File: src/hw/rtl/dhgd_pkg.sv
package dhgd_pkg;

	localparam int unsigned IdW       = 12;
	localparam int unsigned ZW        = 12;
	localparam int unsigned CxW       = 15;
	localparam int unsigned CyW       = 14;
	localparam int unsigned HrW       = 20;
	localparam int unsigned InDataW   = 16;
	localparam int unsigned OutDataW  = 88;
	localparam int unsigned OutUserW  = 3;
	localparam int unsigned NumRegs   = 7;
	localparam int unsigned RegIdxW   = 3;
	localparam int unsigned AddrW     = 5;

	// channel map
	localparam logic [IdW-1:0] TRK_FIRST = 12'd1;
	localparam logic [IdW-1:0] TRK_LAST  = 12'd1952;
	localparam logic [IdW-1:0] FIB_FIRST = 12'd2001;
	localparam logic [IdW-1:0] FIB_LAST  = 12'd2052;
	localparam logic [IdW-1:0] TOF_FIRST = 12'd2053;
	localparam logic [IdW-1:0] TOF_LAST  = 12'd2070;

	localparam logic [10:0] STATION_1 = 11'd488;
	localparam logic [10:0] STATION_2 = 11'd976;
	localparam logic [10:0] STATION_3 = 11'd1464;
	localparam logic [8:0]  LAYER_1   = 9'd122;
	localparam logic [8:0]  LAYER_2   = 9'd244;
	localparam logic [8:0]  LAYER_3   = 9'd366;
	localparam logic [5:0]  STRIPS_PER_WALL = 6'd26;

	// geometry, 0.01 cm
	localparam logic signed [14:0] LX_ORIGIN   = -15'sd4840;
	localparam logic signed [14:0] LX_STAGGER  = 15'sd40;
	localparam logic [12:0]        STRAW_HW    = 13'd40;
	localparam logic [12:0]        STRAW_HL    = 13'd4500;
	localparam logic [12:0]        STEREO_HR   = 13'd3182;
	localparam logic signed [31:0] STEREO_MUL  = 32'sd46341;
	localparam logic signed [31:0] STEREO_RND  = 32'sd32768;
	localparam logic [12:0]        STRIP_NARROW = 13'd150;
	localparam logic [12:0]        STRIP_WIDE   = 13'd300;
	localparam logic signed [14:0] TOF_X0      = -15'sd9600;
	localparam logic signed [14:0] TOF_PITCH   = 15'sd1200;
	localparam logic signed [13:0] TOF_Y       = 14'sd7200;
	localparam logic [4:0]         TOF_BAR_LOW = 5'd8;
	localparam logic [4:0]         TOF_BAR_HIGH = 5'd9;
	localparam logic [12:0]        TOF_HW      = 13'd600;
	localparam logic [12:0]        TOF_HY      = 13'd1000;
	localparam logic [HrW-1:0]     UNCONSTRAINED = 20'd999900;

	// register indexes
	localparam logic [RegIdxW-1:0] CFG_Z_TRK0 = 3'd0;
	localparam logic [RegIdxW-1:0] CFG_Z_TRK1 = 3'd1;
	localparam logic [RegIdxW-1:0] CFG_Z_TRK2 = 3'd2;
	localparam logic [RegIdxW-1:0] CFG_Z_TRK3 = 3'd3;
	localparam logic [RegIdxW-1:0] CFG_Z_FIB0 = 3'd4;
	localparam logic [RegIdxW-1:0] CFG_Z_FIB1 = 3'd5;
	localparam logic [RegIdxW-1:0] CFG_Z_TOF  = 3'd6;
	localparam logic [RegIdxW-1:0] CFG_NONE   = 3'd7;

	typedef enum logic [1:0] {
		REGION_NONE    = 2'd0,
		REGION_TRACKER = 2'd1,
		REGION_FIBRE   = 2'd2,
		REGION_TIMING  = 2'd3
	} region_t;

	function automatic logic signed [13:0] strip_centre(input logic [4:0] strip);
		logic signed [13:0] c;
		case (strip)
			5'd0:  c = -14'sd6600;
			5'd1:  c = -14'sd6000;
			5'd2:  c = -14'sd5400;
			5'd3:  c = -14'sd4800;
			5'd4:  c = -14'sd4200;
			5'd5:  c = -14'sd3600;
			5'd6:  c = -14'sd3000;
			5'd7:  c = -14'sd2400;
			5'd8:  c = -14'sd1800;
			5'd9:  c = -14'sd1200;
			5'd10: c = -14'sd750;
			5'd11: c = -14'sd450;
			5'd12: c = -14'sd150;
			5'd13: c = 14'sd150;
			5'd14: c = 14'sd450;
			5'd15: c = 14'sd750;
			5'd16: c = 14'sd1200;
			5'd17: c = 14'sd1800;
			5'd18: c = 14'sd2400;
			5'd19: c = 14'sd3000;
			5'd20: c = 14'sd3600;
			5'd21: c = 14'sd4200;
			5'd22: c = 14'sd4800;
			5'd23: c = 14'sd5400;
			5'd24: c = 14'sd6000;
			5'd25: c = 14'sd6600;
			default: c = 14'sd0;
		endcase
		return c;
	endfunction

	function automatic logic [12:0] strip_half_len(input logic [4:0] strip);
		logic [12:0] h;
		case (strip)
			5'd0, 5'd25:  h = 13'd3725;
			5'd1, 5'd24:  h = 13'd4275;
			5'd2, 5'd23:  h = 13'd5375;
			5'd3, 5'd4, 5'd21, 5'd22: h = 13'd5925;
			5'd5, 5'd20:  h = 13'd6475;
			default:      h = 13'd7025;
		endcase
		return h;
	endfunction

endpackage

File: src/hw/rtl/detector_hit_geometry_decode.sv
// Detector hit geometry decoder.
// Input stream (s_t*): one channel number per transaction in s_tdata[11:0].
// Output stream (m_t*): one decoded region per input transaction, in order.
// m_tdata carries centre, half ranges and plane z; m_tuser carries the valid
// flag and the region code. Lengths are in 0.01 cm, plane z in cm.
// Plane z registers sit on the APB port at byte addresses 0x00..0x18; a zero
// value disables the plane. Write them only while the stream is idle.
// Pipeline: decode ranges, build local coordinate and table lookups, stereo
// multiply, then the output register that picks z and the final values.
// An input transaction is registered in stages 1, 2, 3 and 4 in order before
// it leaves as an output transaction; throughput is one transaction per cycle
// while m_tready stays high, set by the four-stage pipeline with one multiplier.
// Each stage holds its item while the next one is full and stalled, so a
// stalled receiver fills the pipeline and then drops s_tready; empty stages
// keep taking new items while the output waits.
// Reset clears all stage valid flags and all plane z registers (all planes
// disabled, every hit decodes as invalid until configured).
module detector_hit_geometry_decode (
	input  logic                              clk,
	input  logic                              arst_n,
	// s_tdata: channel_id[11:0], zero pad [15:12]
	input  logic [dhgd_pkg::InDataW-1:0]      s_tdata,
	input  logic                              s_tvalid,
	output logic                              s_tready,
	// m_tdata: centre_x[14:0], centre_y[28:15], half_range_x[48:29],
	// half_range_y[68:49], plane_z[80:69], zero pad [87:81]
	output logic [dhgd_pkg::OutDataW-1:0]     m_tdata,
	// m_tuser: hit_valid[0], region[2:1]
	output logic [dhgd_pkg::OutUserW-1:0]     m_tuser,
	output logic                              m_tvalid,
	input  logic                              m_tready,
	input  logic                              psel,
	input  logic                              penable,
	input  logic                              pwrite,
	input  logic [dhgd_pkg::AddrW-1:0]        paddr,
	input  logic [31:0]                       pwdata,
	output logic [31:0]                       prdata,
	output logic                              pready
);
	import dhgd_pkg::*;

	// configuration
	logic [ZW-1:0]      zreg_q [NumRegs];
	logic [ZW-1:0]      rdata_q;
	logic [RegIdxW-1:0] cfg_idx;

	assign cfg_idx = paddr[AddrW-1:2];
	assign pready  = 1'b1;
	assign prdata  = {20'd0, rdata_q};

	always_ff @(posedge clk or negedge arst_n) begin
		if (!arst_n) begin
			for (int k = 0; k < NumRegs; k++) zreg_q[k] <= '0;
		end else if (psel && penable && pwrite && pready && cfg_idx != CFG_NONE) begin
			zreg_q[cfg_idx] <= pwdata[ZW-1:0];
		end
	end

	// capture read data in the setup cycle
	always_ff @(posedge clk) begin
		if (psel && !penable) begin
			rdata_q <= (cfg_idx == CFG_NONE) ? '0 : zreg_q[cfg_idx];
		end
	end

	// stage handshake
	logic valid_s1, valid_s2, valid_s3, valid_s4;
	logic rdy1, rdy2, rdy3, rdy4;

	assign rdy4     = !valid_s4 || m_tready;
	assign rdy3     = !valid_s3 || rdy4;
	assign rdy2     = !valid_s2 || rdy3;
	assign rdy1     = !valid_s1 || rdy2;
	assign s_tready = rdy1;

	always_ff @(posedge clk or negedge arst_n) begin
		if (!arst_n) begin
			valid_s1 <= 1'b0;
			valid_s2 <= 1'b0;
			valid_s3 <= 1'b0;
			valid_s4 <= 1'b0;
		end else begin
			if (rdy1) valid_s1 <= s_tvalid;
			if (rdy2) valid_s2 <= valid_s1;
			if (rdy3) valid_s3 <= valid_s2;
			if (rdy4) valid_s4 <= valid_s3;
		end
	end

	// stage 1: range decode
	logic [IdW-1:0] id;
	logic [10:0]    id1;
	logic [10:0]    base;
	logic [1:0]     station;
	logic [5:0]     fib_off;
	logic           fib_wall;
	region_t        region_c1;

	region_t        region_s1;
	logic [1:0]     station_s1;
	logic [8:0]     straw_s1;
	logic           wall_s1;
	logic [4:0]     strip_s1;
	logic [4:0]     bar_s1;

	assign id       = s_tdata[IdW-1:0];
	assign id1      = 11'(id - TRK_FIRST);
	assign fib_off  = 6'(id - FIB_FIRST);
	assign fib_wall = fib_off >= STRIPS_PER_WALL;

	always_comb begin
		if (id1 >= STATION_3) begin
			station = 2'd3;
			base    = STATION_3;
		end else if (id1 >= STATION_2) begin
			station = 2'd2;
			base    = STATION_2;
		end else if (id1 >= STATION_1) begin
			station = 2'd1;
			base    = STATION_1;
		end else begin
			station = 2'd0;
			base    = '0;
		end
		if (id >= TRK_FIRST && id <= TRK_LAST) region_c1 = REGION_TRACKER;
		else if (id >= FIB_FIRST && id <= FIB_LAST) region_c1 = REGION_FIBRE;
		else if (id >= TOF_FIRST && id <= TOF_LAST) region_c1 = REGION_TIMING;
		else region_c1 = REGION_NONE;
	end

	always_ff @(posedge clk) begin
		if (rdy1) begin
			region_s1  <= region_c1;
			station_s1 <= station;
			straw_s1   <= 9'(id1 - base);
			wall_s1    <= fib_wall;
			strip_s1   <= 5'(fib_wall ? fib_off - STRIPS_PER_WALL : fib_off);
			bar_s1     <= 5'(id - TOF_FIRST);
		end
	end

	// stage 2: local coordinate, strip tables, bar position
	logic [1:0]          sub;
	logic [8:0]          layer_base;
	logic [6:0]          straw_idx;
	logic signed [14:0]  lx;
	logic signed [13:0]  fc;
	logic [12:0]         fhw;
	logic [12:0]         fhl;
	logic signed [14:0]  cx_c2;
	logic signed [13:0]  cy_c2;
	logic [12:0]         hx_c2;
	logic [12:0]         hy_c2;
	logic                stereo_c2;
	logic                neg_c2;
	logic [RegIdxW-1:0]  zsel_c2;

	region_t             region_s2;
	logic signed [14:0]  cx_s2;
	logic signed [13:0]  cy_s2;
	logic [12:0]         hx_s2;
	logic [12:0]         hy_s2;
	logic signed [13:0]  lx_s2;
	logic                stereo_s2;
	logic                neg_s2;
	logic [RegIdxW-1:0]  zsel_s2;

	always_comb begin
		if (straw_s1 >= LAYER_3) begin
			sub        = 2'd3;
			layer_base = LAYER_3;
		end else if (straw_s1 >= LAYER_2) begin
			sub        = 2'd2;
			layer_base = LAYER_2;
		end else if (straw_s1 >= LAYER_1) begin
			sub        = 2'd1;
			layer_base = LAYER_1;
		end else begin
			sub        = 2'd0;
			layer_base = '0;
		end
		straw_idx = 7'(straw_s1 - layer_base);
		// pitch 80 = 64 + 16; odd sub-layers shift by half a pitch
		lx = LX_ORIGIN + 15'($signed({1'b0, straw_idx, 6'd0}))
			+ 15'($signed({1'b0, straw_idx, 4'd0}))
			+ (sub[0] ? LX_STAGGER : 15'sd0);

		fc  = strip_centre(strip_s1);
		fhl = strip_half_len(strip_s1);
		fhw = (strip_s1 >= 5'd10 && strip_s1 <= 5'd15) ? STRIP_NARROW : STRIP_WIDE;

		cx_c2     = '0;
		cy_c2     = '0;
		hx_c2     = '0;
		hy_c2     = '0;
		stereo_c2 = 1'b0;
		neg_c2    = 1'b0;
		zsel_c2   = CFG_NONE;
		case (region_s1)
			REGION_TRACKER: begin
				zsel_c2 = {1'b0, station_s1};
				case (station_s1)
					2'd0: begin
						cx_c2 = lx;
						hx_c2 = STRAW_HW;
						hy_c2 = STRAW_HL;
					end
					2'd1: begin
						cy_c2 = 14'(lx);
						hx_c2 = STRAW_HL;
						hy_c2 = STRAW_HW;
					end
					default: begin
						stereo_c2 = 1'b1;
						neg_c2    = station_s1 == 2'd3;
						hx_c2     = STEREO_HR;
						hy_c2     = STEREO_HR;
					end
				endcase
			end
			REGION_FIBRE: begin
				zsel_c2 = wall_s1 ? CFG_Z_FIB1 : CFG_Z_FIB0;
				if (!wall_s1) begin
					cx_c2 = 15'(fc);
					hx_c2 = fhw;
					hy_c2 = fhl;
				end else begin
					cy_c2 = fc;
					hx_c2 = fhl;
					hy_c2 = fhw;
				end
			end
			REGION_TIMING: begin
				zsel_c2 = CFG_Z_TOF;
				cx_c2   = TOF_X0 + 15'($signed({1'b0, bar_s1}) * TOF_PITCH);
				if (bar_s1 == TOF_BAR_LOW) cy_c2 = -TOF_Y;
				else if (bar_s1 == TOF_BAR_HIGH) cy_c2 = TOF_Y;
				hx_c2 = TOF_HW;
				hy_c2 = TOF_HY;
			end
			default: begin
				zsel_c2 = CFG_NONE;
			end
		endcase
	end

	always_ff @(posedge clk) begin
		if (rdy2) begin
			region_s2 <= region_s1;
			cx_s2     <= cx_c2;
			cy_s2     <= cy_c2;
			hx_s2     <= hx_c2;
			hy_s2     <= hy_c2;
			lx_s2     <= 14'(lx);
			stereo_s2 <= stereo_c2;
			neg_s2    <= neg_c2;
			zsel_s2   <= zsel_c2;
		end
	end

	// stage 3: stereo scaling product with rounding offset
	region_t             region_s3;
	logic signed [14:0]  cx_s3;
	logic signed [13:0]  cy_s3;
	logic [12:0]         hx_s3;
	logic [12:0]         hy_s3;
	logic signed [31:0]  prod_s3;
	logic                stereo_s3;
	logic                neg_s3;
	logic [RegIdxW-1:0]  zsel_s3;

	always_ff @(posedge clk) begin
		if (rdy3) begin
			region_s3 <= region_s2;
			cx_s3     <= cx_s2;
			cy_s3     <= cy_s2;
			hx_s3     <= hx_s2;
			hy_s3     <= hy_s2;
			prod_s3   <= 32'(lx_s2) * STEREO_MUL + STEREO_RND;
			stereo_s3 <= stereo_s2;
			neg_s3    <= neg_s2;
			zsel_s3   <= zsel_s2;
		end
	end

	// stage 4: plane z, disable check, output register
	logic signed [15:0]  stereo_v;
	logic [ZW-1:0]       z_c4;
	logic                hit_c4;
	logic signed [14:0]  cx_c4;
	logic signed [13:0]  cy_c4;

	logic signed [14:0]  cx_s4;
	logic signed [13:0]  cy_s4;
	logic [HrW-1:0]      hx_s4;
	logic [HrW-1:0]      hy_s4;
	logic [ZW-1:0]       z_s4;
	logic                hit_s4;
	region_t             region_s4;

	assign stereo_v = prod_s3[31:16];

	always_comb begin
		z_c4   = (zsel_s3 == CFG_NONE) ? '0 : zreg_q[zsel_s3];
		hit_c4 = region_s3 != REGION_NONE && z_c4 != '0;
		if (stereo_s3) begin
			cx_c4 = 15'(stereo_v);
			cy_c4 = neg_s3 ? 14'(-stereo_v) : 14'(stereo_v);
		end else begin
			cx_c4 = cx_s3;
			cy_c4 = cy_s3;
		end
	end

	always_ff @(posedge clk) begin
		if (rdy4) begin
			region_s4 <= region_s3;
			hit_s4    <= hit_c4;
			z_s4      <= hit_c4 ? z_c4 : '0;
			cx_s4     <= hit_c4 ? cx_c4 : '0;
			cy_s4     <= hit_c4 ? cy_c4 : '0;
			hx_s4     <= hit_c4 ? HrW'(hx_s3) : UNCONSTRAINED;
			hy_s4     <= hit_c4 ? HrW'(hy_s3) : UNCONSTRAINED;
		end
	end

	assign m_tvalid = valid_s4;
	assign m_tdata  = {7'd0, z_s4, hy_s4, hx_s4, cy_s4, cx_s4};
	assign m_tuser  = {region_s4, hit_s4};

	// a valid hit always names a region and a configured plane
	a_hit_has_plane: assert property (@(posedge clk) disable iff (!arst_n)
		m_tvalid && m_tuser[0] |-> m_tuser[2:1] != REGION_NONE && m_tdata[80:69] != '0)
		else $error("valid hit without region or plane z");

	// a rejected hit carries the unconstrained default
	a_miss_default: assert property (@(posedge clk) disable iff (!arst_n)
		m_tvalid && !m_tuser[0] |-> m_tdata[48:29] == UNCONSTRAINED
			&& m_tdata[68:49] == UNCONSTRAINED && m_tdata[28:0] == '0
			&& m_tdata[80:69] == '0)
		else $error("rejected hit lacks default geometry");

	// stereo half range only comes from the tracker
	a_stereo_tracker: assert property (@(posedge clk) disable iff (!arst_n)
		m_tvalid && m_tuser[0] && m_tdata[48:29] == HrW'(STEREO_HR)
			|-> m_tuser[2:1] == REGION_TRACKER)
		else $error("stereo range outside tracker");

	// a stalled multiplier stage keeps its product
	a_s3_hold: assert property (@(posedge clk) disable iff (!arst_n)
		valid_s3 && !rdy3 |=> valid_s3 && $stable(prod_s3) && $stable(region_s3))
		else $error("stage 3 lost its item under stall");

endmodule

File: config.mk
export PLATFORM = sky130hd
export DESIGN_NAME = detector_hit_geometry_decode
export DESIGN_NICKNAME = d
export VERILOG_FILES = /design/src/hw/rtl/dhgd_pkg.sv /design/src/hw/rtl/detector_hit_geometry_decode.sv
export SDC_FILE = /design/constraint.sdc
export NUM_CORES = 1
export LEC_CHECK = 0
export BUFFER_PORTS_ARGS = -buffer_cell sky130_fd_sc_hd__buf_4
export CORE_ASPECT_RATIO = 1.2
export CORE_MARGIN = 2
export CORE_UTILIZATION = 45
export DETAILED_ROUTE_END_ITERATION = 8
export SETUP_SLACK_MARGIN = 0.3
export SLEW_MARGIN = 25
export SYNTH_ARGS = -nofsm -noshare
export SYNTH_HDL_FRONTEND = slang
export SYNTH_SLANG_ARGS = --single-unit
File: constraint.sdc
create_clock -name clk -period 6.9 [get_ports clk]
set_input_delay 0.69 -clock clk [delete_from_list [all_inputs] [get_ports clk]]
set_output_delay 0.69 -clock clk [all_outputs]
set_load 0.01 [all_outputs]
* Word-level counts from Yosys, hierarchy flattened
Memories as Yosys holds them, arrays and structs flattened. A register that Yosys moved wholly into a read port is not among the register bits. Cells that the tools add are included.
Operators by class: add/subtract/negate cells 12, multiply operators 2, magnitude comparators 18, equality and inequality tests 10, multiplexer cells 50, bitwise operators 3, reduce and logical (&&, ||, !) cells 25
Operators with widths (count):
- $bwmux W84 | 1
- $pmux W13 S3 | 2
- $bmux W12 S3 | 2
- $mux W12 | 6
- $mux W14 | 5
- $pmux W13 S2 | 2
- $mux W15 | 3
- $pmux W15 S3 | 1
- $pmux W14 S3 | 1
- $mux W20 | 2
- $mux W13 | 3
- $demux W12 S3 | 1
- $mux W9 | 4
- $add A31 B17 Y31 const B | 1
- $mul A14 B17 Y31 const B | 1
- $le A12 B12 Y1 const B | 2
- $mux W7 | 3
- $add A14 B14 Y15 const A | 1
- $add A15 B12 Y15 | 1
- $add A15 B15 Y15 const A | 1
- $add A15 B7 Y15 | 1
- $mux W5 | 3
- $neg A14 Y14 | 1
- $ge A12 B1 Y1 const B | 1
- 40 further kinds | 71
Storage, ports and cells: bits in registers 377, ROM bits 800, logic and storage cells 168, memories 2
Memory list:
- (no name shown) | words 32, bits a word 13, read ports 1, clocked after memory_dff 1, wr ports 0, line dhgd_pkg.sv:69 | case (strip)
- (no name shown) | words 32, bits a word 12, read ports 1, clocked after memory_dff 1, wr ports 0, line dhgd_pkg.sv:103 | case (strip)

* Depth between registers and ports, before layout
Gate-level depths: netlist of the first run.
depth in word-level cells 10, depth in mapped cells 22

* Worst setup path before layout of the first run
Ideal clock, no wire load.
path kind flip-flop to flip-flop, start point register lx_s2[13], end point register prod_s3[24], data pin, arrival time 4.676 ns, slack 1.966 ns, cell stages (with the launch flop) 16, path buffers 0, clock period less this slack 4.934 ns, path through edfxtp_1 -> ha_1 -> inv_1 -> fa_1 -> fa_1 -> inv_1 -> fa_1 -> fa_1 -> ha_1 -> ha_1 -> and4_1 -> a31o_2 -> and2_1 -> a21o_1 -> a21oi_1 -> xnor2_1
Between the ends: longest elaborated chain between the ends 2
Ends and longest elaborated chain:
- start: declaration | line detector_hit_geometry_decode.sv:163 | logic signed [13:0] lx_s2;
- start signal: assignment | line detector_hit_geometry_decode.sv:254 | lx_s2 <= 14'(lx);
- $mul A14 B17 Y31 | line detector_hit_geometry_decode.sv:279 | prod_s3 <= 32'(lx_s2) * STEREO_MUL + STEREO_RND;
- $add A31 B17 Y31 | line detector_hit_geometry_decode.sv:279
- end signal: assignment | line detector_hit_geometry_decode.sv:279
- end: declaration | line detector_hit_geometry_decode.sv:267 | logic signed [31:0] prod_s3;
No other way between the ends. A chain may end at the register's enable or synchronous reset.

* Worst setup path in the final report of the first run
start point register straw_s1[0], end point register cy_s2[12], data pin
Between the ends: longest elaborated chain between the ends 10, elaborated cells between the ends (all ways) 16, classes of those cells 4 x add/sub; 3 x order compare; 9 x mux
Ends and longest elaborated chain:
- start: declaration | line detector_hit_geometry_decode.sv:101 | logic [8:0] straw_s1;
- start signal: assignment | line detector_hit_geometry_decode.sv:135 | straw_s1 <= 9'(id1 - base);
- $ge A9 B7 Y1 | line detector_hit_geometry_decode.sv:175 | end else if (straw_s1 >= LAYER_1) begin
- $mux W7 | line detector_hit_geometry_decode.sv:175
- $mux W7 | line detector_hit_geometry_decode.sv:172 | end else if (straw_s1 >= LAYER_2) begin
- $mux W7 | line detector_hit_geometry_decode.sv:169 | if (straw_s1 >= LAYER_3) begin
- $sub A7 B7 Y7 | line detector_hit_geometry_decode.sv:182 | straw_idx = 7'(straw_s1 - layer_base);
- $add A14 B14 Y15 | line detector_hit_geometry_decode.sv:184 | lx = LX_ORIGIN + 15'($signed({1'b0, straw_idx, 6'd0}))
- $add A15 B12 Y15 | line detector_hit_geometry_decode.sv:185 | + 15'($signed({1'b0, straw_idx, 4'd0}))
- $add A15 B7 Y15 (*) | line detector_hit_geometry_decode.sv:186 | + (sub[0] ? LX_STAGGER : 15'sd0);
- net lx[12] | line detector_hit_geometry_decode.sv:146 | logic signed [14:0] lx;
- $mux W14 (*) | line detector_hit_geometry_decode.sv:202 | case (station_s1)
- $pmux W14 S3 (*) | line detector_hit_geometry_decode.sv:199 | case (region_s1)
- end signal: assignment | line detector_hit_geometry_decode.sv:251 | cy_s2 <= cy_c2;
- end: declaration | line detector_hit_geometry_decode.sv:160 | logic signed [13:0] cy_s2;
The timed path passes the listed nets; every way through them passes the cells marked *.

==> run metrics, run 1 <==
met3 wire len=2.24 mm; CTS Root Buffer Type=clkbuf_16; Tightest Pin Transition=1070 ps; Pins Over Slew Limit=0; Hold Path Class=input port to asynchronous set/reset pin; main area contributors after synthesis=edfxtp_1 (37%), dfrtp_1 (11%), ha_1 (9.7%); Worst Setup SP=straw_s1[0]; Top Layer Used=met4; most common cell after layout, fill and taps aside=edfxtp_1; max-cap violations=0; Seq cells post-synth=361; min cycle time layout=5510 ps; Core Area=44900 um^2; CP required=7160 ps; Async SR Flop Fraction=24.4%; Cell Area, Synth=20500 um^2; clk slew on worst S/H paths=60 ps; clock latency on the worst-skew pair=540 ps; Layout Skew=27.5 ps; fillcell total=3944; post-CTS resize count=0; I/O Pins=186; worst-case clock buffer depth=3; hold buffers post-CTS=0; Initial Util=45.6%; vias in the first global route=12886; sequential area share after synthesis=49.6%; CTS tree=yes; Yosys cell types=87; Iter 0 DRT Violations=938; Slew HR=28.8%; FMAX=181 MHz; wire length of the first global-routing pass=71.3 mm; Critical Path Sink=cy_s2[12]; fin crit share=79.9%; worst r2r src=straw_s1[0]; Chip Width=199 um; RSZ-0062 raised after global routing=no; DR WL/cell=18.4 um; PnR worst setup slack=1390 ps; most frequent cells in the layout=edfxtp_1 (249), ha_1 (158), buf_4 (145), inv_1 (133), nor2_1 (123); M1 WL=18.8 mm; DR vias=13178; fin nets=2077; Via density=5.36; Post-CTS Setup Bufs=0; Syn-to-layout area delta=13.0%; Critical Path AT=5780 ps; post-DP HPWL=33.2 mm; Final Setup Violations=0; type of origin of the critical path=register; share of the synthesized area in the top cell type=36.5%; crit path max fanout=7; crit path capture type=register; cells after synthesis=1716; main flop type after synthesis=edfxtp_1; All-Layer GR Usage=19.3%; Reg2Reg Setup Slack=1390 ps; leading area contributor after synthesis=edfxtp_1; port bufs=127; FF-to-FF End=cy_s2[12]; number of nets with antenna violations after routing=0; pre-CTS setup slack=1410 ps; DIE HEIGHT=238 um; CTS Buf Count=38; routability cong.=0.885; Worst Path Class, Setup=register to register; setup TNS=0 ps; fraction of layout cells with a size suffix above 1=18.9%; WL final=45.1 mm; outcome=finished clean; GR Overflow Total=0; Synth Warn #=0; # H-tree levels=2; EDFF count, synth=249; met2 wire length=22.7 mm; FP Rows=85; Reg2Reg Depth=19; die area=47200 um^2; Post-Syn Area per Cell=11.9 um^2; Final Hold Viols=0; DR pass1 iterations=5; CTS Sinks=361; Remaining DRCs=0; pin count of the biggest net entering global routing=72; initial antenna violation count=0; antenna fix cells=0
-- kinds of logic after synthesis --
family | share of synthesized area [%]
muxes | 9.12
xor gates and xnor gates | 2.99
and+or+nand+nor | 8.44
adders and majority gates | 13.7
buffers and inverters | 5.62
DFF | 49.6
other | 0.0367
AOI/OAI and AO/OA | 10.5
-- metal layers --
| layer | GRT usage, % | vias up |
|---|---|---|
| met2 | 33.3 | 370 |
| li1 | - | 6312 |
| met4 | 7.03 | 0 |
| met5 | 0 | - |
| met1 | 24.8 | 6423 |
| met3 | 2.36 | 73 |
-- registers in the layout (all words and copies together), names as in the netlist, 13 cells and up --
| register | count |
|---|---|
| zreg_q | 84 |
| cx_s4 | 15 |
| prod_s3 | 15 |
| cx_s2 | 14 |
| cx_s3 | 14 |
| hx_s4 | 14 |
| cy_s2 | 13 |
| cy_s3 | 13 |
| cy_s4 | 13 |
| fc | 13 |
| hx_s2 | 13 |
| hx_s3 | 13 |
| hy_s2 | 13 |
| hy_s3 | 13 |
| hy_s4 | 13 |
-- final cells by class --
type | count | area, um^2 | area share [%]
well taps | 609 | 762 | 3.29
multi-input cells | 1132 | 9300 | 40.2
inverters | 139 | 522 | 2.26
flip-flops and latches | 361 | 10200 | 43.9
clock buffers | 55 | 1110 | 4.78
repair buffers | 146 | 1110 | 4.79
clock inverters | 15 | 171 | 0.741
-- critical path, stage by stage (launching register included) --
cell	delay (ps)
edfxtp_1	480
inv_1	250
ha_1	270
o211ai_1	150
a21oi_1	90
o21ai_0	200
o21ai_0	300
ha_1	330
fa_1	420
inv_1	70
a21o_1	100
a21oi_1	70
xnor2_1	530
ha_1	350
ha_1	340
a21oi_1	220
nor2b_1	110
o22ai_1	140
xnor3_1	460
a221o_1	350
-- metrics by stage --
stage | hold WS [ps] | cell area (um^2) | util [%] | std cells
after floorplan | 394 | 20600 | - | 1746
after global placement | 400 | 21800 | 48.6 | 2386
after detailed placement | 405 | 21800 | 48.6 | 2386
after CTS | 18.3 | 23100 | 51.5 | 2456
after global routing | 35.4 | 23100 | 51.5 | 2457
final | 29.0 | 23100 | 51.5 | 2457
-- how the worst min path moves through the flow --
| stage | end | slack (ps) | start |
|---|---|---|---|
| 6_report | zreg_q[70] | 30 | arst_n |
| 5_1_grt | zreg_q[70] | 40 | arst_n |
| 4_1_cts | zreg_q[70] | 20 | arst_n |
| 3_5_place_dp | cx_s3[6] | 400 | cx_s2[6] |
| 3_3_place_gp | hy_s3[1] | 400 | hy_s2[1] |
| 2_1_floorplan | m_tvalid | 390 | arst_n |
-- synthesized netlist by cell type, types with 5 or more instances --
library cell  count
nor4_1            7
a22oi_1          13
dfrtp_1          88
a211oi_1         14
a22o_1            6
o21bai_1          6
a21oi_1          54
o21a_1           11
a221o_1          18
nor2b_1          13
xnor2_1          36
o31ai_1          10
buf_2            14
nand3_1          16
mux4_2           16
and2_1           24
mux2i_1          48
and3_1            6
o21ai_1           8
xor2_1           25
a21o_1           20
nand2_1         104
buf_4            47
or2_2            15
o22ai_1          11
clkbuf_1         48
a31oi_1          14
ha_1            158
fa_1             41
o211ai_1         14
inv_1           134
nor3_1           14
nor2_1          126
o221ai_1          5
dfxtp_1          24
mux2_2           89
o21ai_0          69
nand2b_1         15
edfxtp_1        249
Power of run 1 is left out: the tool's default activity adds up to more than one toggle a clock period on the data nets, which glitch-free logic cannot reach.
==> run 2: changes to the inputs <==
==> constraint.sdc (replaced) <==
create_clock -name clk -period 5.3 [get_ports clk]
set_input_delay 0.53 -clock clk [delete_from_list [all_inputs] [get_ports clk]]
set_output_delay 0.53 -clock clk [all_outputs]
set_load 0.01 [all_outputs]
==> run 2 against run 1 <==
- count of clock-buffer cells in the layout down 4
- sequential share of layout area down 0.63 points
- cell count up 1.2%
- critical endpoint is now prod_s3[24]
- flip-flop and latch count unchanged
- register-to-register slack worse by 1000 ps
- critical path depth down 2
- largest cell class unchanged
==> run metrics, run 2 (synthesis gave the netlist of run 1 again) <==
Layout Skew=25.3 ps (was 27.5 ps); met2 global-route usage=34.3% (was 33.3%); routability cong.=0.919 (was 0.885); port bufs=127 (unchanged); Initial Util=45.6% (unchanged); type of origin of the critical path=register (unchanged); worst r2r src=lx_s2[13] (was straw_s1[0]); fillcell total=3941 (was 3944); Iter 0 DRT Violations=644 (was 938); CTS Buf Count=39 (was 38); Critical Path Slowest Stage Cell=fa_1 (was xnor2_1); min cycle time layout=4920 ps (was 5510 ps); FF-to-FF End=prod_s3[24] (was cy_s2[12]); DR pass1 iterations=5 (unchanged); outcome=finished clean (unchanged); Worst Path Class, Setup=register to register (unchanged); clk slew on worst S/H paths=70 ps (was 60 ps); worst-case clock buffer depth=3 (unchanged); die area=47200 um^2 (unchanged); Reg2Reg Depth=17 (was 19); crit path max fanout=4 (was 7); most used routing layer=met2 (unchanged); delay of the slowest critical-path stage=590 ps (was 530 ps); routing usage on met1=25.0% (was 24.8%); Final Setup Violations=0 (unchanged); initial antenna violation count=0 (unchanged); CTS tree=yes (unchanged); max-cap violations=0 (unchanged); Tightest Pin Transition=1020 ps (was 1070 ps); antenna fix cells=0 (unchanged); Final Hold Viols=0 (unchanged); Via density=5.38 (was 5.36); most frequent cells in the layout=edfxtp_1 (249), buf_4 (172), ha_1 (150), inv_1 (133), nor2_1 (123) (was edfxtp_1 (249), ha_1 (158), buf_4 (145), inv_1 (133), nor2_1 (123)); CTS Sinks=361 (unchanged); # H-tree levels=2 (unchanged); max reg flops=84 (unchanged); post-DP HPWL=33.7 mm (was 33.2 mm); vias in the first global route=13309 (was 12886); FP Rows=85 (unchanged); pin count of the biggest net entering global routing=72 (unchanged); most common cell after layout, fill and taps aside=edfxtp_1 (unchanged); fraction of layout cells with a size suffix above 1=20.8% (was 18.9%); Remaining DRCs=0 (unchanged); FMAX=203 MHz (was 181 MHz); Reg2Reg Setup Slack=380 ps (was 1390 ps); CTS Root Buffer Type=clkbuf_16 (unchanged); wire length of the first global-routing pass=72.8 mm (was 71.3 mm); DR WL/cell=18.6 um (was 18.4 um); Fin Hold WS=170 ps (was 29.0 ps); fin crit share=92.8% (was 79.9%); Slew HR=32.1% (was 28.8%); setup TNS=0 ps (unchanged); Syn-to-layout area delta=14.7% (was 13.0%); I/O Pins=186 (unchanged); All-Layer GR Usage=19.6% (was 19.3%); Worst Setup SP=lx_s2[13] (was straw_s1[0]); routing usage on met3=2.60% (was 2.36%); Critical Path AT=5190 ps (was 5780 ps); Most flops, register=zreg_q (unchanged); critical path cell sequence=buf_6, ha_1, ha_1, fa_1, inv_1, fa_1, inv_1, fa_1, ha_4, ha_4, a21o_1, a21o_1, a31o_2, and2_1, a21o_1, a21oi_2, xnor2_1 (was inv_1, ha_1, o211ai_1, a21oi_1, o21ai_0, o21ai_0, ha_1, fa_1, inv_1, a21o_1, a21oi_1, xnor2_1, ha_1, ha_1, a21oi_1, nor2b_1, o22ai_1, xnor3_1, a221o_1); fin nets=2106 (was 2077); Hold Path Class=input port to register (was input port to asynchronous set/reset pin); CP required=5580 ps (was 7160 ps); crit path capture type=register (unchanged); Core Area=44900 um^2 (unchanged); GR Overflow Total=0 (unchanged); Chip Width=199 um (unchanged); WL final=46.2 mm (was 45.1 mm); DR vias=13378 (was 13178); number of nets with antenna violations after routing=0 (unchanged); RSZ-0062 raised after global routing=yes (was no); Pins Over Slew Limit=0 (unchanged); top flop regs=zreg_q: 84 flops, cx_s4: 15 flops, prod_s3: 15 flops (unchanged); clock latency on the worst-skew pair=550 ps (was 540 ps); Critical Path Sink=prod_s3[24] (was cy_s2[12]); DIE HEIGHT=238 um (unchanged)
==> run 2: metal layers <==
layer / up-vias / wire length, um
met2: 363 / 23400
met1: 6545 / 19300
li1: 6385 / -
met4: 0 / 1370
met3: 85 / 2180
met5: - / 0
==> run 2: worst max-delay path: cells and delay by family, from the launching register on <==
family                     cells  cell delay [ps]
xor gates and xnor gates       1               70
AOI/OAI and AO/OA              5              940
adders and majority gates      7             2710
DFF                            1              470
buffers and inverters          3              280
and+or+nand+nor                1              190
==> run 2: layout make-up <==
type | count | area, um^2 | area share (%)
inverter | 139 | 522 | 2.22
sequential | 361 | 10200 | 43.3
timing repair buffer | 174 | 1310 | 5.59
tap | 609 | 762 | 3.25
clock buffer | 51 | 1060 | 4.52
multi-input combinational | 1132 | 9420 | 40.1
clock inverter | 21 | 231 | 0.986
==> run 2: timing repair <==
item | CTS | global route
hold buffers | 1 | 0
pin swaps | 0 | 6
resized for setup | 5 | 13
endpoints found under the setup margin | 8 | 10
buffers inserted | 6 | 5
endpoints found under the hold margin | 24 | 0
==> run 2: metrics by stage <==
stage / util [%] / std cells / setup slack (ps) / area [um^2]
floorplan: - / 1746 / 366 / 20600
global placement: 48.9 / 2403 / 189 / 22000
detailed placement: 48.9 / 2403 / 146 / 22000
CTS: 52.0 / 2482 / 319 / 23300
global route: 52.3 / 2487 / 213 / 23500
finish: 52.3 / 2487 / 383 / 23500
==> run 2: how the worst min path moves through the flow <==
stage / from / to / cells after the start
finish: s_tvalid / valid_s1 / 2
global route: s_tvalid / valid_s1 / 2
CTS: s_tvalid / valid_s1 / 2
detailed placement: cx_s2[1] / cx_s3[1] / 0
global placement: hx_s2[7] / hx_s3[7] / 0
floorplan: arst_n / m_tvalid / 0
Power of run 2 is left out for the same reason.
==> run 3: changes to the inputs <==
--- a/config.mk
+++ b/config.mk
@@ -6,10 +6,13 @@
 export NUM_CORES = 1
 export LEC_CHECK = 0
 export BUFFER_PORTS_ARGS = -buffer_cell sky130_fd_sc_hd__buf_4
+export CELL_PAD_IN_SITES_DETAIL_PLACEMENT = 1
+export CELL_PAD_IN_SITES_GLOBAL_PLACEMENT = 1
 export CORE_ASPECT_RATIO = 1.2
 export CORE_MARGIN = 2
 export CORE_UTILIZATION = 45
 export DETAILED_ROUTE_END_ITERATION = 8
+export PLACE_DENSITY_LB_ADDON = 0.08
 export SETUP_SLACK_MARGIN = 0.3
 export SLEW_MARGIN = 25
 export SYNTH_ARGS = -nofsm -noshare
==> run 3 against run 2 <==
- final area shrank 0.10%
- non-clock buffer count shrank 2
- hold slack gained 9.0 ps
- register-to-register slack gained 110 ps
- count of clock-buffer cells in the layout shrank 2
- utilization shrank 0.053 points
- wire length grew 12%
- largest cell class unchanged
- first-iteration DRC count shrank 6.7%
- fmax grew 2.2%
- cell count shrank 0.16%
- flip-flop and latch count is the same
- clock skew shrank 12 ps
==> run metrics, run 3 (synthesis gave the netlist of run 1 again) <==
CTS tree=yes (unchanged); Initial Util=45.6% (unchanged); crit path capture type=register (unchanged); GR Overflow Total=0 (unchanged); CTS Sinks=361 (unchanged); critical path cell sequence=buf_4, ha_2, ha_1, inv_1, fa_1, inv_1, fa_1, fa_1, ha_4, ha_1, a21o_1, a21o_1, a21o_1, a31o_2, and2_4, a21o_1, a21oi_2, xnor2_1 (was buf_6, ha_1, ha_1, fa_1, inv_1, fa_1, inv_1, fa_1, ha_4, ha_4, a21o_1, a21o_1, a31o_2, and2_1, a21o_1, a21oi_2, xnor2_1); Slew HR=30.6% (was 32.1%); routability cong.=0.866 (was 0.919); clk slew on worst S/H paths=60 ps (was 70 ps); FF-to-FF End=prod_s3[24] (unchanged); Reg2Reg Setup Slack=490 ps (was 380 ps); Final Setup Violations=0 (unchanged); Core Area=44900 um^2 (unchanged); fraction of layout cells with a size suffix above 1=20.9% (was 20.8%); Fin Hold WS=179 ps (was 170 ps); Final Hold Viols=0 (unchanged); RSZ-0062 raised after global routing=no (was yes); Hold Path Class=input port to register (unchanged); Register Area=10200 um^2 (unchanged); fillcell total=4701 (was 3941); pin count of the biggest net entering global routing=72 (unchanged); Via density=5.43 (was 5.38); DR WL/cell=20.8 um (was 18.6 um); WL final=51.6 mm (was 46.2 mm); CTS Root Buffer Type=clkbuf_16 (unchanged); Tightest Pin Transition=1040 ps (was 1020 ps); vias in the first global route=14178 (was 13309); PnR worst setup slack=488 ps (was 383 ps); # H-tree levels=2 (unchanged); Iter 0 DRT Violations=601 (was 644); Pins Over Slew Limit=0 (unchanged); Chip Width=199 um (unchanged); FP Rows=85 (unchanged); CP required=5590 ps (was 5580 ps); Layout Skew=13.3 ps (was 25.3 ps); max-cap violations=0 (unchanged); Critical Path AT=5100 ps (was 5190 ps); worst r2r src=lx_s2[7] (was lx_s2[13]); Syn-to-layout area delta=14.5% (was 14.7%); die area=47200 um^2 (unchanged); delay of the slowest critical-path stage=540 ps (was 590 ps); top flop regs=zreg_q: 84 flops, cx_s4: 15 flops, prod_s3: 15 flops (unchanged); Hold Path Sink=valid_s1 (unchanged); most common cell after layout, fill and taps aside=edfxtp_1 (unchanged); Remaining DRCs=0 (unchanged); DIE HEIGHT=238 um (unchanged); crit path max fanout=3 (was 4); antenna fix cells=0 (unchanged); I/O Pins=186 (unchanged); post-DP HPWL=37.4 mm (was 33.7 mm); wire length of the first global-routing pass=80.1 mm (was 72.8 mm); DR vias=13482 (was 13378); most frequent cells in the layout=edfxtp_1 (249), buf_4 (171), ha_1 (149), inv_1 (133), nor2_1 (118) (was edfxtp_1 (249), buf_4 (172), ha_1 (150), inv_1 (133), nor2_1 (123)); worst-case clock buffer depth=3 (unchanged); multi-input logic area=9450 um^2 (was 9420 um^2); CTS Buf Count=39 (unchanged); initial antenna violation count=0 (unchanged); DR pass1 iterations=5 (unchanged); Most flops, register=zreg_q (unchanged); Critical Path Slowest Stage Cell=fa_1 (unchanged); FMAX=208 MHz (was 203 MHz); cell mode on critical path=a21o_1; Hold Crit Depth=2 (unchanged); outcome=finished clean (unchanged); clock latency on the worst-skew pair=540 ps (was 550 ps); number of nets with antenna violations after routing=0 (unchanged); crit-path leading delay family=adder cells (unchanged); Reg2Reg Depth=18 (was 17); Final Cell Area=23400 um^2 (was 23500 um^2); Worst Path Class, Setup=register to register (unchanged); CP Buf/Inv Count=3 (unchanged); fin nets=2104 (was 2106); port bufs=127 (unchanged); All-Layer GR Usage=22.0% (was 19.6%); type of origin of the critical path=register (unchanged); hold path startpoint=s_tvalid (unchanged); fin crit share=90.8% (was 92.8%); Post-Place Cell Area=22000 um^2 (about the same); setup TNS=0 ps (unchanged); max reg flops=84 (unchanged); min cycle time layout=4810 ps (was 4920 ps); pre-CTS setup slack=181 ps (was 146 ps)
[run 3: changes by cell type in the layout (fill, tap and decap cells not counted), moves of 2 or more]
cell,previous run,this run
clkbuf_16,39,41
clkbuf_8,4,0
clkinv_1,5,9
inv_6,4,0
nor2_1,123,118
nor2_2,4,9
[run 3: routing by layer]
| metal | vias to the layer above | track usage (%) | routed length (um) |
|---|---|---|---|
| li1 | 6365 | - | - |
| met1 | 6809 | 27.1 | 21400 |
| met2 | 234 | 40.0 | 27300 |
| met3 | 74 | 2.99 | 1670 |
| met4 | 0 | 6.65 | 1250 |
| met5 | - | 0 | 0 |
[run 3: area by class of cell]
class	instances	share of cell area, %
clock inverters	21	0.865
clock buffers	49	4.50
repair buffers	172	5.52
flip-flops and latches	361	43.3
inverters	139	2.23
well taps	609	3.25
multi-input cells	1132	40.3
[run 3: timing repair]
action	CTS	global route
pin swaps	0	12
resized for setup	3	18
hold endpoints to repair	31	0
cloned	0	0
setup endpoints to repair	7	17
buffers inserted	8	2
hold buffers	1	0
[run 3: how the worst max path moves through the flow]
| stage | startpoint | end | depth (start not counted) |
|---|---|---|---|
| 5_1_grt | straw_s1[1] | cx_s2[13] | 22 |
| 4_1_cts | lx_s2[7] | prod_s3[28] | 18 |
| 3_5_place_dp | lx_s2[6] | prod_s3[24] | 16 |
| 2_1_floorplan | lx_s2[13] | prod_s3[24] | 15 |
| 6_report | lx_s2[7] | prod_s3[24] | 18 |
| 3_3_place_gp | lx_s2[6] | prod_s3[24] | 16 |
[run 3: stage by stage]
stage          utilization (%)  std cells
5_1_grt                   52.2       2483
2_1_floorplan                -       1746
3_3_place_gp              48.9       2402
3_5_place_dp              48.9       2402
6_report                  52.2       2483
4_1_cts                   51.9       2481
[run 3: worst reg2reg max path: stages, from the launching register on]
cell and delay [ps]:
edfxtp_1 470, buf_4 190, ha_2 180, ha_1 270, inv_1 50, fa_1 480, inv_1 50, fa_1 460
fa_1 540, ha_4 210, ha_1 300, a21o_1 180, a21o_1 190, a21o_1 180, a31o_2 250, and2_4 170
a21o_1 180, a21oi_2 130, xnor2_1 70
Power of run 3 is left out for the same reason.
